--- config.mk ---
export PLATFORM = sky130hd
export DESIGN_NAME = tlv_stream_parser_flat
export DESIGN_NICKNAME = d
export VERILOG_FILES = /design/src/rtl/core/tlv_pkg.sv /design/src/rtl/core/tlv_byte_if.sv /design/src/rtl/core/tlv_result_if.sv /design/src/rtl/core/tlv_stream_parser.sv /design/src/flat_wrapper.sv
export SDC_FILE = /design/constraint.sdc
export NUM_CORES = 1
export LEC_CHECK = 0
export BUFFER_PORTS_ARGS = -buffer_cell sky130_fd_sc_hd__buf_2
export CORE_UTILIZATION = 55
export DETAILED_ROUTE_END_ITERATION = 6
export GPL_TIMING_DRIVEN = 0
export PLACE_DENSITY = 0.74
export SYNTH_ARGS = -nofsm -noshare
export SYNTH_HDL_FRONTEND = slang
export SYNTH_SLANG_ARGS = --single-unit
--- constraint.sdc ---
create_clock -name clk -period 12.4 [get_ports clk]
set_input_delay 0.62 -clock clk [delete_from_list [all_inputs] [get_ports clk]]
set_output_delay 0.62 -clock clk [all_outputs]
set_load 0.005 [all_outputs]
--- src/rtl/core/tlv_pkg.sv ---
// Shared types and constants for the TLV stream parser.
`default_nettype none

package tlv_pkg;

    // Parser phase within one TLV item.
    typedef enum logic [2:0] {
        PH_TAG,
        PH_TAG2,
        PH_LEN,
        PH_LEN1,
        PH_LENHI,
        PH_LENLO,
        PH_VALUE,
        PH_DRAIN
    } phase_t;

    // Kind of a result item.
    typedef enum logic [1:0] {
        KIND_HEADER,
        KIND_VALUE,
        KIND_TRUNC,
        KIND_BADLEN
    } kind_t;

    // Padding bytes that may stand where a tag is expected.
    localparam logic [7:0] PAD_ZERO = 8'h00;
    localparam logic [7:0] PAD_ONES = 8'hFF;

    // Length bytes with a special meaning.
    localparam logic [7:0] LEN_ONE_BYTE  = 8'h81;
    localparam logic [7:0] LEN_TWO_BYTES = 8'h82;
    localparam logic [7:0] LEN_SIMPLE_EXT = 8'hFF;

    // BER tag fields.
    localparam logic [4:0] TAG_LOW_EXT = 5'h1F;

endpackage

`default_nettype wire

--- src/rtl/core/tlv_byte_if.sv ---
// Handshake channel that carries one raw byte of the TLV buffer per item.
`default_nettype none

interface tlv_byte_if;
    logic       valid;
    logic       ready;
    logic [7:0] data_byte;
    logic       end_of_data;

    modport source (output valid, output data_byte, output end_of_data, input ready);
    modport sink   (input valid, input data_byte, input end_of_data, output ready);
endinterface

`default_nettype wire

--- src/rtl/core/tlv_result_if.sv ---
// Handshake channel that carries one parsed header, value byte or error per item.
`default_nettype none

interface tlv_result_if;
    import tlv_pkg::*;

    logic        valid;
    logic        ready;
    kind_t       result_kind;
    logic [2:0]  tag_class;
    logic [7:0]  tag_number;
    logic [15:0] value_length;
    logic [7:0]  value_byte;
    logic        last;

    modport source (output valid, output result_kind, output tag_class, output tag_number,
                    output value_length, output value_byte, output last, input ready);
    modport sink   (input valid, input result_kind, input tag_class, input tag_number,
                    input value_length, input value_byte, input last, output ready);
endinterface

`default_nettype wire

--- src/rtl/core/tlv_stream_parser.sv ---
// Top level of the byte-serial BER/Simple TLV stream parser.
//
// The stream channel takes one raw byte per item, with end_of_data set on the
// final byte of a buffer. The result channel gives at most one item per byte:
// a header (class, tag, length), a value byte, a truncated-header error or an
// unsupported-length error. last marks the final value byte, or a header with
// no value bytes after it. The cfg_we/cfg_wdata port writes the mode bit
// (1 Simple-TLV, 0 BER-TLV); write it only while the parser is idle.
//
// A byte goes into the input register and its result then into the result
// register. One byte is taken every cycle while the receiver does not stall;
// the single pass through the phase logic between the two registers sets
// that rate. Padding bytes and bytes drained after a length error give no
// result but still pass through the input register.
//
// Reset clears the mode to BER, empties both registers and makes the parser
// wait for a tag byte. When the receiver stalls, the result register holds
// its item and the input register holds the next byte; stream.ready then
// drops until the result is taken.
`default_nettype none

module tlv_stream_parser (
    input  wire logic        clk,
    input  wire logic        rst_n,
    input  wire logic        cfg_we,
    input  wire logic        cfg_wdata,
    tlv_byte_if.sink         stream,
    tlv_result_if.source     result
);
    import tlv_pkg::*;

    // Configuration and input stage.
    logic        simple_mode_reg;
    logic        in_valid_reg;
    logic [7:0]  in_byte_reg;
    logic        in_end_reg;

    // Parser state.
    phase_t      phase_reg, phase_next;
    logic [2:0]  class_reg, class_next;
    logic [7:0]  tag_reg, tag_next;
    logic [15:0] length_reg, length_next;
    logic [15:0] remain_reg, remain_next;

    // Result stage.
    logic        out_valid_reg;
    kind_t       kind_reg;
    logic [2:0]  out_class_reg;
    logic [7:0]  out_tag_reg;
    logic [15:0] out_length_reg;
    logic [7:0]  out_byte_reg;
    logic        out_last_reg;

    // Combinational result of the current byte.
    logic        advance;
    logic        emit;
    kind_t       kind_c;
    logic [15:0] out_length_c;
    logic [7:0]  out_byte_c;
    logic        out_last_c;
    logic        header_done;
    logic        no_value;
    logic [15:0] remain_dec;

    // The byte in the input register moves on when the result register is free.
    assign advance      = in_valid_reg && (!out_valid_reg || result.ready);
    assign stream.ready = !in_valid_reg || advance;

    // Mode register.
    always_ff @(posedge clk or negedge rst_n)
    begin
        if (!rst_n)
        begin
            simple_mode_reg <= 1'b0;
        end
        else if (cfg_we)
        begin
            simple_mode_reg <= cfg_wdata;
        end
    end

    // Input register.
    always_ff @(posedge clk or negedge rst_n)
    begin
        if (!rst_n)
        begin
            in_valid_reg <= 1'b0;
        end
        else if (stream.ready)
        begin
            in_valid_reg <= stream.valid;
        end
    end

    always_ff @(posedge clk)
    begin
        if (stream.valid && stream.ready)
        begin
            in_byte_reg <= stream.data_byte;
            in_end_reg  <= stream.end_of_data;
        end
    end

    // Phase logic for one byte.
    always_comb
    begin
        phase_next   = phase_reg;
        class_next   = class_reg;
        tag_next     = tag_reg;
        length_next  = length_reg;
        remain_next  = remain_reg;
        emit         = 1'b0;
        kind_c       = KIND_HEADER;
        out_length_c = '0;
        out_byte_c   = '0;
        out_last_c   = 1'b0;
        header_done  = 1'b0;
        no_value     = 1'b0;
        remain_dec   = remain_reg - 16'd1;

        case (phase_reg)
            PH_TAG:
            begin
                if (in_byte_reg != PAD_ZERO && in_byte_reg != PAD_ONES)
                begin
                    length_next = '0;
                    remain_next = '0;
                    if (simple_mode_reg)
                    begin
                        class_next = '0;
                        tag_next   = in_byte_reg;
                        phase_next = PH_LEN;
                    end
                    else
                    begin
                        class_next = in_byte_reg[7:5];
                        if (in_byte_reg[4:0] == TAG_LOW_EXT)
                        begin
                            tag_next   = '0;
                            phase_next = PH_TAG2;
                        end
                        else
                        begin
                            tag_next   = {3'b000, in_byte_reg[4:0]};
                            phase_next = PH_LEN;
                        end
                    end
                end
            end
            PH_TAG2:
            begin
                tag_next   = {1'b0, in_byte_reg[6:0]};
                phase_next = PH_LEN;
            end
            PH_LEN:
            begin
                if (simple_mode_reg)
                begin
                    if (in_byte_reg != LEN_SIMPLE_EXT)
                    begin
                        length_next = {8'h00, in_byte_reg};
                        header_done = 1'b1;
                    end
                    else
                    begin
                        phase_next = PH_LENHI;
                    end
                end
                else if (!in_byte_reg[7])
                begin
                    length_next = {8'h00, in_byte_reg};
                    header_done = 1'b1;
                end
                else if (in_byte_reg == LEN_ONE_BYTE)
                begin
                    phase_next = PH_LEN1;
                end
                else if (in_byte_reg == LEN_TWO_BYTES)
                begin
                    phase_next = PH_LENHI;
                end
                else
                begin
                    emit       = 1'b1;
                    kind_c     = KIND_BADLEN;
                    phase_next = PH_DRAIN;
                end
            end
            PH_LEN1:
            begin
                length_next = {8'h00, in_byte_reg};
                header_done = 1'b1;
            end
            PH_LENHI:
            begin
                length_next = {in_byte_reg, 8'h00};
                phase_next  = PH_LENLO;
            end
            PH_LENLO:
            begin
                length_next = {length_reg[15:8], in_byte_reg};
                header_done = 1'b1;
            end
            PH_VALUE:
            begin
                remain_next  = remain_dec;
                emit         = 1'b1;
                kind_c       = KIND_VALUE;
                out_length_c = length_reg;
                out_byte_c   = in_byte_reg;
                out_last_c   = (remain_dec == '0) || in_end_reg;
                if (remain_dec == '0)
                begin
                    phase_next = PH_TAG;
                end
            end
            default:
            begin
                // Draining after a length error: the byte is dropped.
            end
        endcase

        // A complete header is emitted and opens the value bytes, if any follow.
        if (header_done)
        begin
            no_value     = (length_next == '0) || in_end_reg;
            emit         = 1'b1;
            kind_c       = KIND_HEADER;
            out_length_c = length_next;
            out_last_c   = no_value;
            remain_next  = length_next;
            phase_next   = no_value ? PH_TAG : PH_VALUE;
        end

        // End of data cuts any open header short and restarts at a tag.
        if (in_end_reg)
        begin
            if (!emit && phase_next != PH_TAG && phase_next != PH_DRAIN)
            begin
                emit         = 1'b1;
                kind_c       = KIND_TRUNC;
                out_length_c = '0;
                out_byte_c   = '0;
                out_last_c   = 1'b0;
            end
            phase_next  = PH_TAG;
            remain_next = '0;
        end
    end

    // Parser state registers.
    always_ff @(posedge clk or negedge rst_n)
    begin
        if (!rst_n)
        begin
            phase_reg  <= PH_TAG;
            class_reg  <= '0;
            tag_reg    <= '0;
            length_reg <= '0;
            remain_reg <= '0;
        end
        else if (advance)
        begin
            phase_reg  <= phase_next;
            class_reg  <= class_next;
            tag_reg    <= tag_next;
            length_reg <= length_next;
            remain_reg <= remain_next;
        end
    end

    // Result register valid flag.
    always_ff @(posedge clk or negedge rst_n)
    begin
        if (!rst_n)
        begin
            out_valid_reg <= 1'b0;
        end
        else if (advance)
        begin
            out_valid_reg <= emit;
        end
        else if (result.ready)
        begin
            out_valid_reg <= 1'b0;
        end
    end

    // Result register payload.
    always_ff @(posedge clk)
    begin
        if (advance && emit)
        begin
            kind_reg       <= kind_c;
            out_class_reg  <= class_next;
            out_tag_reg    <= tag_next;
            out_length_reg <= out_length_c;
            out_byte_reg   <= out_byte_c;
            out_last_reg   <= out_last_c;
        end
    end

    assign result.valid        = out_valid_reg;
    assign result.result_kind  = kind_reg;
    assign result.tag_class    = out_class_reg;
    assign result.tag_number   = out_tag_reg;
    assign result.value_length = out_length_reg;
    assign result.value_byte   = out_byte_reg;
    assign result.last         = out_last_reg;

    // A header without its last mark always opens the value phase.
    a_header_opens_value: assert property (@(posedge clk) disable iff (!rst_n)
        advance && emit && kind_c == KIND_HEADER && !out_last_c |=> phase_reg == PH_VALUE)
        else $error("header without last did not enter the value phase");

    // The value phase always has bytes left to deliver.
    a_value_has_bytes: assert property (@(posedge clk) disable iff (!rst_n)
        phase_reg == PH_VALUE |-> remain_reg != '0)
        else $error("value phase entered with no bytes remaining");

    // Any byte carrying the end of data leaves the parser waiting for a tag.
    a_end_restarts: assert property (@(posedge clk) disable iff (!rst_n)
        advance && in_end_reg |=> phase_reg == PH_TAG && remain_reg == '0)
        else $error("end of data did not return the parser to the tag phase");

    // A byte held in the input register is never lost while the result stalls.
    a_input_held: assert property (@(posedge clk) disable iff (!rst_n)
        in_valid_reg && !advance |=> in_valid_reg && $stable(in_byte_reg))
        else $error("stalled input byte was dropped");

endmodule

`default_nettype wire

--- src/flat_wrapper.sv ---
// flat-port wrapper written by rule: the top's interface ports become plain ports
module tlv_stream_parser_flat import tlv_pkg::*;
  (clk, rst_n, cfg_we, cfg_wdata, stream_valid, stream_data_byte, stream_end_of_data, stream_ready, result_valid, result_result_kind, result_tag_class, result_tag_number, result_value_length, result_value_byte, result_last, result_ready);
  tlv_byte_if stream_i ();
  tlv_result_if result_i ();
  input  wire logic clk;
  input  wire logic rst_n;
  input  wire logic cfg_we;
  input  wire logic cfg_wdata;
  input wire logic [$bits(stream_i.valid)-1:0] stream_valid;
  input wire logic [$bits(stream_i.data_byte)-1:0] stream_data_byte;
  input wire logic [$bits(stream_i.end_of_data)-1:0] stream_end_of_data;
  output wire logic [$bits(stream_i.ready)-1:0] stream_ready;
  output wire logic [$bits(result_i.valid)-1:0] result_valid;
  output wire logic [$bits(result_i.result_kind)-1:0] result_result_kind;
  output wire logic [$bits(result_i.tag_class)-1:0] result_tag_class;
  output wire logic [$bits(result_i.tag_number)-1:0] result_tag_number;
  output wire logic [$bits(result_i.value_length)-1:0] result_value_length;
  output wire logic [$bits(result_i.value_byte)-1:0] result_value_byte;
  output wire logic [$bits(result_i.last)-1:0] result_last;
  input wire logic [$bits(result_i.ready)-1:0] result_ready;
  assign stream_i.valid = stream_valid;
  assign stream_i.data_byte = stream_data_byte;
  assign stream_i.end_of_data = stream_end_of_data;
  assign stream_ready = stream_i.ready;
  assign result_valid = result_i.valid;
  assign result_result_kind = result_i.result_kind;
  assign result_tag_class = result_i.tag_class;
  assign result_tag_number = result_i.tag_number;
  assign result_value_length = result_i.value_length;
  assign result_value_byte = result_i.value_byte;
  assign result_last = result_i.last;
  assign result_i.ready = result_ready;
  tlv_stream_parser u_core (.clk(clk), .rst_n(rst_n), .cfg_we(cfg_we), .cfg_wdata(cfg_wdata), .stream(stream_i), .result(result_i));
endmodule
## After elaboration in Yosys (flattened, before gate mapping)

Index checks and enable logic that the tools add are counted.

| storage, ports and cells | value |
|---|---|
| register bits | 96 |
| input port bits | 15 |
| logic and storage cells | 113 |

| cells by class | value |
|---|---|
| $add $sub $neg | 1 |
| eq/ne operators | 12 |
| multiplexer cells | 62 |
| reductions and logical operators | 22 |

Operator list:

| kind | number |
|---|---|
| $mux W16 | 11 |
| $pmux W16 S5 | 1 |
| $mux W8 | 5 |
| $mux W3 | 13 |
| $logic_not A16 Y1 | 2 |
| $pmux W16 S2 | 1 |
| $mux W2 | 9 |
| $eq A8 B8 Y1 const B | 2 |
| $mux W1 | 16 |
| $pmux W8 S2 | 1 |
| $sub A16 B1 Y16 const B | 1 |
| $pmux W3 S5 | 1 |
| $eq A3 B3 Y1 const B | 3 |
| $ne A8 B8 Y1 const B | 1 |
| $reduce_bool A8 Y1 | 1 |
| $eq A3 B2 Y1 const B | 2 |
| $logic_and A1 B1 Y1 | 6 |
| $eq A5 B5 Y1 const B | 1 |
| $mux W5 | 1 |
| $logic_or A1 B1 Y1 | 4 |
| $ne A4 B1 Y1 const B | 1 |
| $pmux W1 S2 | 2 |
| $pmux W2 S2 | 1 |
| $reduce_bool A4 Y1 | 1 |
| 8 further kinds | 10 |

## Longest topological paths before layout

| depth | value |
|---|---|
| word-level depth | 14 |
| depth in mapped cells | 10 |
| gate-level depth less buffers | 9 |

## Worst setup path after synthesis

Ideal clock, no wire load.

| timing | value |
|---|---|
| path kind | flip-flop to flip-flop |
| from | register u_core.remain_reg[0] |
| to | register u_core.out_last_reg (netlist: u_core.result.last), enable pin |
| arrival time | 4.577 ns |
| slack | 7.376 ns |
| cell stages (with the launch flop) | 11 |
| period minus slack after synthesis | 5.024 ns |
| cell sequence | dfrtp_1 > inv_1 > ha_1 > buf_2 > or3b_1 > o31a_1 > a2111oi_4 > or4b_4 > a21o_1 > o2bb2ai_1 > o22ai_1 |

| on the way | value |
|---|---|
| cells in the longest elaborated chain, start to end | 11 |

RTL lines:

| element | RTL line | source |
|---|---|---|
| from (decl) | tlv_stream_parser.sv:43 | `logic [15:0] remain_reg, remain_next;` |
| from (signal assigned) | tlv_stream_parser.sv:268 | `remain_reg <= remain_next;` |
| $sub A16 B1 Y16 * | tlv_stream_parser.sv:119 | `remain_dec = remain_reg - 16'd1;` |
| $logic_not A16 Y1 * | tlv_stream_parser.sv:212 | `if (remain_dec == '0)` |
| $mux W3 * | tlv_stream_parser.sv:212 |  |
| $pmux W3 S5 * | tlv_stream_parser.sv:121 | `case (phase_reg)` |
| $mux W3 * | tlv_stream_parser.sv:224 | `if (header_done)` |
| $reduce_bool A3 Y1 | tlv_stream_parser.sv:238 | `if (!emit && phase_next != PH_TAG && phase_next != PH_DRAIN)` |
| $logic_and A1 B1 Y1 | tlv_stream_parser.sv:238 |  |
| $logic_and A1 B1 Y1 * | tlv_stream_parser.sv:238 |  |
| $mux W1 * | tlv_stream_parser.sv:238 |  |
| $mux W1 * | tlv_stream_parser.sv:236 | `if (in_end_reg)` |
| $logic_and A1 B1 Y1 * | tlv_stream_parser.sv:292 | `if (advance && emit)` |
| to (signal assigned) | tlv_stream_parser.sv:299 | `out_last_reg <= out_last_c;` |
| to (decl) | tlv_stream_parser.sv:52 | `logic out_last_reg;` |

Mark *: on every way between the ends. The rest lies on a longest branch, timed or not.
A chain may end at the register's enable or synchronous reset.

## Worst setup path after layout

| timing | value |
|---|---|
| from | register u_core.remain_reg[0] |
| to | register u_core.out_length_reg[11] (netlist: u_core.result.value_length[11]), enable pin |

| on the way | value |
|---|---|
| cells in the longest elaborated chain, start to end | 11 |

RTL lines:

| element | RTL line | source |
|---|---|---|
| $sub A16 B1 Y16 * | tlv_stream_parser.sv:119 |  |
| $logic_not A16 Y1 * | tlv_stream_parser.sv:212 |  |
| $mux W3 * | tlv_stream_parser.sv:212 |  |
| $pmux W3 S5 * | tlv_stream_parser.sv:121 |  |
| $mux W3 * | tlv_stream_parser.sv:224 |  |
| $reduce_bool A3 Y1 | tlv_stream_parser.sv:238 |  |
| $logic_and A1 B1 Y1 | tlv_stream_parser.sv:238 |  |
| $logic_and A1 B1 Y1 * | tlv_stream_parser.sv:238 |  |
| $mux W1 * | tlv_stream_parser.sv:238 |  |
| $mux W1 * | tlv_stream_parser.sv:236 |  |
| $logic_and A1 B1 Y1 * | tlv_stream_parser.sv:292 |  |
| to (signal assigned) | tlv_stream_parser.sv:297 | `out_length_reg <= out_length_c;` |
| to (decl) | tlv_stream_parser.sv:50 | `logic [15:0] out_length_reg;` |

Marks and branches as above.

==> results.yml <==
status:
  status: "finished, violations left"
  violated_checks: "DRC"
sta:
  min_period_over_period_pct: 31.90
  finalWorstSetupSlack_ns: 8.444
  rsz0062_at_grt: "no"
  hold_fails_final_rpt: 0
  timing.fmax_mhz: 252.8
  finalMaxSlewViolations: 0
  setup_tns_ns: 0
  fin_skew_ns: 0.01956
  final_period_minus_worst_setup_slack_ns: 3.956
  final-setup-viol-count: 0
  tightestPinTransition_ns: 1.135
  max_slew_margin_pct: 24.32
critical_path:
  r2r_start: "u_core.remain_reg[0]"
  critical_path_class: "register to register"
  critPathRequiredTime_ns: 12.46
  cp_delay_by_family_top: "compound AO/OA/AOI/OAI gates"
  worstReg2RegEnd: "u_core.result.value_length[11]"
  crit_path_start: "u_core.remain_reg[0]"
  rr_worst_depth: 11
  crit_arrival_ns: 4.02
  critical_path_launch_point_type: "register"
  path_max_fanout: 32
  critical_path.slowest_cell: "sky130_fd_sc_hd__or4b_4"
  max_stage_delay_ns: 0.52
  critPathBufInv: 3
  setup.worst_path.end_class: "register"
  rrSetupSlack_ns: 8.44
  path_cells: "inv_1, ha_1, buf_2, or3b_1, o31a_1, a2111oi_4, or4b_4, a21o_1, o2bb2ai_1, o22ai_4, buf_12"
cts:
  worst_setup_hold_path_clk_slew_ns: 0.11
  htreeDepth: 3
  cts.hold.buffers_added: 0
  cts_made_buffers: 9
  numClockSinks: 96
  clk_path_buf_depth: 2
  ctsRootBufferMaster: "sky130_fd_sc_hd__clkbuf_8"
  postCtsResizedCells: 0
  tritoncts: "built"
  cts_setup_buffers: 0
  clk-insertion-delay-late_ns: 0.37
synth:
  synthesis.nets: 489
  synth-edff-count: 47
  synth.top_cell.area_share_pct: 28.99
  number_of_storage_elements_in_the_synthesis_netlist: 96
  syn_area_per_cell_um2: 10.31
  yosys.area.top_type: "sky130_fd_sc_hd__edfxtp_1"
  synth.top_cells.by_area: "sky130_fd_sc_hd__edfxtp_1 (29%), sky130_fd_sc_hd__dfrtp_1 (25%), sky130_fd_sc_hd__a22o_1 (5.2%)"
  synth.yosys.warnings: 0
  synth.distinct_cells: 64
  synth_seq_area_share_pct: 54.18
  synthesized_instance_count: 472
  ys.flop_type: "sky130_fd_sc_hd__dfrtp_1"
  async_sr_flop_fraction_pct: 51.04
  post_synth_instance_area_um2: 4868
global_route:
  grt_overflow: 0
  pin_count_of_the_biggest_net_entering_global_routing: 50
  track_usage_pct: 30.23
  initial_antenna_violation_count: 0
  first_global_vias: 3932
  grt_first_pass_wirelength_mm: 20.49
pwr:
  p_leak_uw: 0.002263
  power_density_nw_per_um2: 266.6
  worst_voltage_drop_across_the_vdd_grid_mv: 0.1076
  cell_internal_pwr_uw: 850.9
  seq_power_share_pct: 37.4
  p_switching_uw: 621.2
  power.share.combinational_pct: 47.0
  switching_share_pct: 42.20
  share_clk_of_total_power_pct: 15.6
drt:
  dr_wl_met2_mm: 5.797
  routed-via-count: 4234
  postRouteWirelength_mm: 13.09
  drc: 11
  postRouteAntennaNets: 0
  top_signal_layer_used: "met4"
  detailedRoute.firstIterationViolations: 565
  met3WireLength_mm: 1.282
  met1_length_mm: 5.744
  first_drt_pass_iteration_count: 7
  routedWlPerCell_um: 20.20
  drt-vias-per-instance: 6.534
final_layout:
  final_area_um2: 5522
  most-common-layout-cells: "sky130_fd_sc_hd__buf_2 (59), sky130_fd_sc_hd__dfrtp_1 (49), sky130_fd_sc_hd__edfxtp_1 (47)"
  num_antenna_cells: 0
  nFillCells: 689
  layout.core_utilization_pct: 65.88
  area_delta_synth_final_pct: 13.42
  stdcell_count: 648
  mostFrequentLayoutCell: "sky130_fd_sc_hd__buf_2"
  num-nets-final: 555
  drive_gt1_share_pct: 17.50
die:
  initial_utilization_pct: 58.08
  floorplan.die.height_um: 96.09
  die-area_um2: 9232
  die-width_um: 96.09
  design.core.area_um2: 8382
  floorplan.rows: 33
  ioPinCount: 55
placed_design:
  dp_cells: 632
  dp_hpwl_mm: 8.928
  gp_congestion: 0.9723
  detailed_place.area_um2: 5304
  io_buffer_count: 54
  dpl_worst_slack_ns: 8.513
run:
  max_cap_viol_count: 0
hold_path:
  hold_class: "input pin to register"
  worst_hold_path.num_cells: 1
  hp-start: "stream_data_byte[4]"
  hold_endpoint: "u_core.in_byte_reg[4]"
-- power by group through the flow --
| stage | Sequential [µW] | Combinational [µW] | Clock (µW) |
|---|---|---|---|
| floorplan | 553 | 444 | 0 |
| global placement | 558 | 644 | 0 |
| detailed placement | 556 | 673 | 0 |
| CTS | 549 | 677 | 231 |
| global route | 565 | 753 | 242 |
| finish | 551 | 692 | 230 |
-- Yosys cell counts, types with 4 or more instances --
cell type and instances:
sky130_fd_sc_hd__nor4_1 7, sky130_fd_sc_hd__edfxtp_1 47, sky130_fd_sc_hd__a21o_1 6, sky130_fd_sc_hd__o31ai_1 4, sky130_fd_sc_hd__dfrtp_1 49, sky130_fd_sc_hd__inv_1 11
sky130_fd_sc_hd__and2_1 20, sky130_fd_sc_hd__nand3_1 13, sky130_fd_sc_hd__or3_1 4, sky130_fd_sc_hd__o22ai_1 7, sky130_fd_sc_hd__a31oi_1 8, sky130_fd_sc_hd__mux2_2 5
sky130_fd_sc_hd__nor3_1 17, sky130_fd_sc_hd__a22o_1 29, sky130_fd_sc_hd__buf_2 5, sky130_fd_sc_hd__nand2_1 41, sky130_fd_sc_hd__nand2b_1 8, sky130_fd_sc_hd__a22oi_1 6
sky130_fd_sc_hd__clkbuf_1 24, sky130_fd_sc_hd__a21oi_1 19, sky130_fd_sc_hd__or2_2 4, sky130_fd_sc_hd__nand4_1 6, sky130_fd_sc_hd__o21ai_0 41, sky130_fd_sc_hd__nor2_1 32
sky130_fd_sc_hd__nor3b_1 4
-- metal layers --
layer,vias to the layer above,GRT usage (%)
met1,2015,43.62
met4,0,11.82
li1,1910,-
met5,-,0
met3,26,5.371
met2,283,45.39
-- worst max path at each step --
stage / end / slack (ns) / cells past startpoint
after detailed placement: u_core.result.value_length[8] / 8.51 / 11
final: u_core.result.value_length[11] / 8.44 / 11
after floorplan: u_core.result.last / 7.38 / 10
after global placement: u_core.result.value_length[14] / 6.28 / 10
after CTS: u_core.result.value_length[11] / 8.47 / 11
after global routing: u_core.result.value_byte[2] / 8.29 / 11
-- stage by stage --
| stage | hold slack (ns) | total power [µW] |
|---|---|---|
| floorplan | 0.3244 | 997.4 |
| global placement | 0.4608 | 1202 |
| detailed placement | 0.4662 | 1228 |
| CTS | 0.4192 | 1458 |
| global route | 0.4155 | 1559 |
| finish | 0.4253 | 1472 |
-- cell type report --
cell class / instances / area (µm²) / area share [%]
Sequential cell: 96 / 2638 / 47.77
Multi-Input combinational cell: 332 / 2064 / 37.39
Timing Repair Buffer: 55 / 290.3 / 5.257
Buffer: 32 / 135.1 / 2.447
Tap cell: 105 / 131.4 / 2.379
Clock buffer: 10 / 127.6 / 2.311
Clock inverter: 6 / 90.09 / 1.632
Inverter: 12 / 45.04 / 0.8158
-- kinds of logic after synthesis --
family          count (synthesis)  synth area share, %
compound gates                146                20.82
xor+xnor                        4               0.7197
fa+ha+maj                       2               0.5139
buf+inv                        44                3.701
flops                          96                54.18
mux                             5                1.156
simple gates                  175                18.92
-- worst reg2reg max path: stages, from the launching register on --
cell,delay [ns]
sky130_fd_sc_hd__dfrtp_1,0.48
sky130_fd_sc_hd__inv_1,0.11
sky130_fd_sc_hd__ha_1,0.14
sky130_fd_sc_hd__buf_2,0.17
sky130_fd_sc_hd__or3b_1,0.46
sky130_fd_sc_hd__o31a_1,0.35
sky130_fd_sc_hd__a2111oi_4,0.34
sky130_fd_sc_hd__or4b_4,0.52
sky130_fd_sc_hd__a21o_1,0.23
sky130_fd_sc_hd__o2bb2ai_1,0.20
sky130_fd_sc_hd__o22ai_4,0.37
sky130_fd_sc_hd__buf_12,0.26
No activity file was read; power rests on OpenSTA's default activity.
